File: config.mk
export PLATFORM = sky130hd
export DESIGN_NAME = pidu_ctrl
export DESIGN_NICKNAME = d
export VERILOG_FILES = /design/src/rtl/core/pidu_pkg.sv /design/src/rtl/core/pidu_ctrl.sv
export SDC_FILE = /design/constraint.sdc
export NUM_CORES = 1
export LEC_CHECK = 0
export BUFFER_PORTS_ARGS = -buffer_cell sky130_fd_sc_hd__buf_2
export CORE_AREA = 2 2 39 41
export CTS_CLUSTER_SIZE = 30
export DETAILED_ROUTE_END_ITERATION = 12
export DIE_AREA = 0 0 41 43
export GPL_TIMING_DRIVEN = 0
export PLACE_DENSITY_LB_ADDON = 0.08
export SLEW_MARGIN = 40
export SYNTH_ARGS = -nofsm -noshare
export SYNTH_HDL_FRONTEND = slang
export SYNTH_SLANG_ARGS = --single-unit
File: constraint.sdc
create_clock -name clk -period 1.66 [get_ports clk]
set_clock_uncertainty 0.2 [all_clocks]
set_input_delay 0.083 -clock clk [delete_from_list [all_inputs] [get_ports clk]]
set_output_delay 0.083 -clock clk [all_outputs]
set_load 0.02 [all_outputs]
File: src/rtl/core/pidu_pkg.sv
`timescale 1ns / 1ps
// ----------------------------------------------------------------------------
// pidu_pkg
// Shared types and constants of the incremental PID update block.
// ----------------------------------------------------------------------------
package pidu_pkg;

  localparam int ERR_W      = 16;
  localparam int TICK_W     = 16;
  localparam int GAIN_W     = 16;
  localparam int OUT_W      = 32;
  localparam int CFG_IDX_W  = 2;
  localparam int CFG_DATA_W = 16;

  localparam logic [CFG_IDX_W-1:0] REG_GAIN_P = 2'd0;
  localparam logic [CFG_IDX_W-1:0] REG_GAIN_I = 2'd1;
  localparam logic [CFG_IDX_W-1:0] REG_GAIN_D = 2'd2;

  localparam logic [GAIN_W-1:0] GAIN_RESET = 16'd256;

  // integer part of the derivative numerator, quotient bits of the divider
  localparam int DIV_STEPS = 27;
  localparam int DIV_CNT_W = 5;

  typedef struct packed {
    logic load;
    logic mul1;
    logic mul2;
    logic div_load;
    logic div_step;
    logic frac;
    logic finish;
  } cmd_t;

  typedef struct packed {
    logic div_done;
  } stat_t;

endpackage

File: src/rtl/core/pidu_ctrl.sv
`timescale 1ns / 1ps
// ----------------------------------------------------------------------------
// pidu_ctrl
// Sequencer for one update and the output valid flag.
// ----------------------------------------------------------------------------
module pidu_ctrl (
  input  logic             clk,
  input  logic             rst,
  input  logic             in_valid,
  output logic             in_ready,
  output logic             out_valid,
  input  logic             out_ready,
  output pidu_pkg::cmd_t   cmd,
  input  pidu_pkg::stat_t  stat
);

  typedef enum logic [6:0] {
    S_IDLE  = 7'b0000001,
    S_MUL1  = 7'b0000010,
    S_MUL2  = 7'b0000100,
    S_DIVLD = 7'b0001000,
    S_DIV   = 7'b0010000,
    S_FRAC  = 7'b0100000,
    S_FIN   = 7'b1000000
  } state_t;

  state_t state;
  state_t state_next;
  logic   out_valid_next;
  logic   finish;

  assign in_ready = (state == S_IDLE);
  assign finish   = (state == S_FIN) && (!out_valid || out_ready);

  assign cmd.load     = in_valid && in_ready;
  assign cmd.mul1     = (state == S_MUL1);
  assign cmd.mul2     = (state == S_MUL2);
  assign cmd.div_load = (state == S_DIVLD);
  assign cmd.div_step = (state == S_DIV);
  assign cmd.frac     = (state == S_FRAC);
  assign cmd.finish   = finish;

  always_comb begin
    state_next = state;
    case (state)
      S_IDLE:  if (in_valid) state_next = S_MUL1;
      S_MUL1:  state_next = S_MUL2;
      S_MUL2:  state_next = S_DIVLD;
      S_DIVLD: state_next = S_DIV;
      S_DIV:   if (stat.div_done) state_next = S_FRAC;
      S_FRAC:  state_next = S_FIN;
      S_FIN:   if (finish) state_next = S_IDLE;
      default: state_next = S_IDLE;
    endcase
  end

  always_comb begin
    out_valid_next = out_valid;
    if (finish) begin
      out_valid_next = 1'b1;
    end else if (out_ready) begin
      out_valid_next = 1'b0;
    end
  end

  always_ff @(posedge clk) begin
    if (rst) begin
      state     <= S_IDLE;
      out_valid <= 1'b0;
    end else begin
      state     <= state_next;
      out_valid <= out_valid_next;
    end
  end

endmodule

==> flow_metrics.py <==
metrics = {
    "synthesis": {
        "synth_area_per_cell_sq_um": 8.56,
        "synth_xor_area_frac": 0,
        "yosysUniqueCellTypes": 21,
        "synth_top_family_by_area": "simple AND/OR/NAND/NOR gates",
        "ys_seq_area_frac": 0.367,
        "synth_ff_type": "dfxtp_1",
        "yosys.area_share.adder": 0,
        "yosys.area_share.simple": 0.433,
        "async_flop_share": 0,
        "syn_area_sq_um": 437,
        "ys_ff_latch": 8,
        "synthMuxAreaShare": 0,
        "synth_edf_count": 0,
        "ys_warn_count": 0,
        "synth_compound_area_frac": 0.158,
        "syn_inst": 51,
        "synthesis.nets": 56,
    },
    "final_layout": {
        "fin_cells": 91,
        "layout_common_cells": "9 x buf_4, 8 x nor2_1, 8 x buf_2",
        "area_growth_pct": 53.3,
        "final_common_cell": "buf_4",
        "final_nets": 82,
        "diodes": 0,
        "fillerInstances": 135,
        "multi_input_area_sq_um": 287,
        "drive_gt1_frac": 0.533,
        "register_area_sq_um": 169,
    },
    "critical_path": {
        "arrival_ns": 1.37,
        "path_delay_family": "simple AND/OR/NAND/NOR gates",
        "critPathLaunchType": "flop",
        "critPathRequiredTime_ns": 1.38,
        "cpPeakStageDelay_ns": 0.35,
        "path_cells": "nor3_4 > and3_4 > and2_1 > buf_4",
        "end_kind": "primary output",
        "path_max_fanout": 6,
        "crit_buf_inv": 1,
        "crit_type": "reg -> out",
        "slowest_stage": "dfxtp_2",
    },
    "die": {
        "core_area_sq_um": 1380,
        "rows": 14,
        "dieArea_sq_um": 1760,
        "die_y_microns": 43,
        "die_w_microns": 41,
        "ios": 14,
        "initial_core_util": 0.316,
    },
    "sta": {
        "layout_min_cycle_time_ns": 1.65,
        "report.final.slew_viol_count": 0,
        "max_freq_mhz": 606,
        "setup_viol": 0,
        "slew_headroom": 0.784,
        "hold_viol": 0,
        "rsz0062_at_grt": "true",
        "tightestPinTransition_ns": 0.322,
        "period_share": 0.995,
    },
    "grt": {
        "overflow": 0,
        "grt_start_max_net_pins": 7,
        "track_usage": 0.151,
        "antenna_found_initial": 0,
        "grt_pass1_vias": 397,
        "grt_pass1_wl_microns": 1680,
    },
    "clocking": {
        "clock_path_buffers": 2,
        "worstSkewPairLatency_ns": 0.27,
        "htree_levels": 1,
        "cts-root-buf": "clkbuf_4",
        "path_clk_slew_ns": 0.06,
        "cts_made_buffers": 3,
        "cts_tree": "done",
        "cts_sinks": 8,
    },
    "detailed_routing": {
        "wire_per_inst_microns": 11.8,
        "via_count": 430,
        "first_pass_iters": 2,
        "ant_nets": 0,
        "viasPerCell": 4.73,
        "drt_iter0_markers": 3,
        "drc": 0,
        "drt_wl_total_microns": 1070,
    },
    "placement": {
        "dp.cells": 80,
        "io_buffer_count": 13,
        "gp_congestion": 0.703,
    },
    "pwr": {
        "leakagePower_uw": 0.000313,
        "total_power_uw": 532,
        "ir_drop_uv": 412,
        "powerDensity_nw_per_um2": 795,
    },
    "status": {
        "status": "finished, final reports clean",
    },
    "min_path": {
        "hp-class": "in -> reg",
    },
    "flow_run": {
        "cap_violations": 0,
    },
}
## what timing repair did
action	CTS	global route
endpoints found under the setup margin	5	10
pin swaps	9	5
setup buffers	6	1
resized for setup	15	5
hold buffers	3	0
endpoints found under the hold margin	5	0
## power by group
part           internal [uW]  leakage (uW)  switching (uW)
Combinational           77.3      0.000232            74.6
Clock                   83.2     0.0000138            73.7
Sequential               206     0.0000676            17.1
Total                    367      0.000313             165
## worst register-to-register path, cell delays in order, from the launching register on
cell	delay [ns]
dfxtp_2	0.33
nor4_4	0.37
buf_4	0.17
nand4_1	0.19
nand2_1	0.15
nor2_1	0.05
## stage by stage
stage	setup TNS [ns]	hold slack (ns)	area [sq um]	worst slack [ns]	util
global placement	0	0.111	522	0.142	0.377
finish	0	0.0208	669	0.00873	0.484
detailed placement	0	0.110	522	0.143	0.377
floorplan	0	-0.0479	437	0.172	-
global route	-0.210	0.0684	669	-0.0551	0.484
CTS	-0.00312	0.0304	653	-0.00312	0.472
## metal layers
metal / part of all wire / global-route usage / vias to the layer above
li1: - / - / 226
met1: 0.48 / 0.190 / 193
met2: 0.45 / 0.200 / 11
met3: 0.070 / 0.0942 / 0
met4: 0 / 0.0600 / 0
met5: 0 / 0 / -
## registers in the layout, summed over array words and instances (netlist names)
register	flops
state	7
out_valid	1
## final cells by class
type	count	share of cell area
Inverter	3	0.0168
Multi-Input combinational cell	39	0.428
Sequential cell	8	0.252
Tap cell	16	0.0299
Timing Repair Buffer	22	0.239
Clock buffer	3	0.0336
## logic make-up after synthesis
kind of cell | count (synthesis)
DFF | 8
buffers and inverters | 4
AOI/OAI and AO/OA | 8
and+or+nand+nor | 31
## worst paths after layout
kind | start | cells after the start | end | slack [ns]
setup reg to reg | state[4] | 5 | state[4] | 0.08
hold / removal | in_valid | 4 | state[0] | 0.02
hold reg to reg | out_valid | 2 | out_valid | 0.31
setup / recovery | state[2] | 4 | cmd[6] | 0.009
## cell usage after synthesis, types with 2 or more instances
cell,count,area share
a21oi_1,2,0.023
and3_1,5,0.072
and3_2,3,0.052
dfxtp_1,8,0.37
inv_1,3,0.026
nand2_1,2,0.017
nand3_1,2,0.023
nor2_1,9,0.077
nor2b_1,4,0.057
o21ai_1,2,0.023
Power figures use the tool's default switching activity.
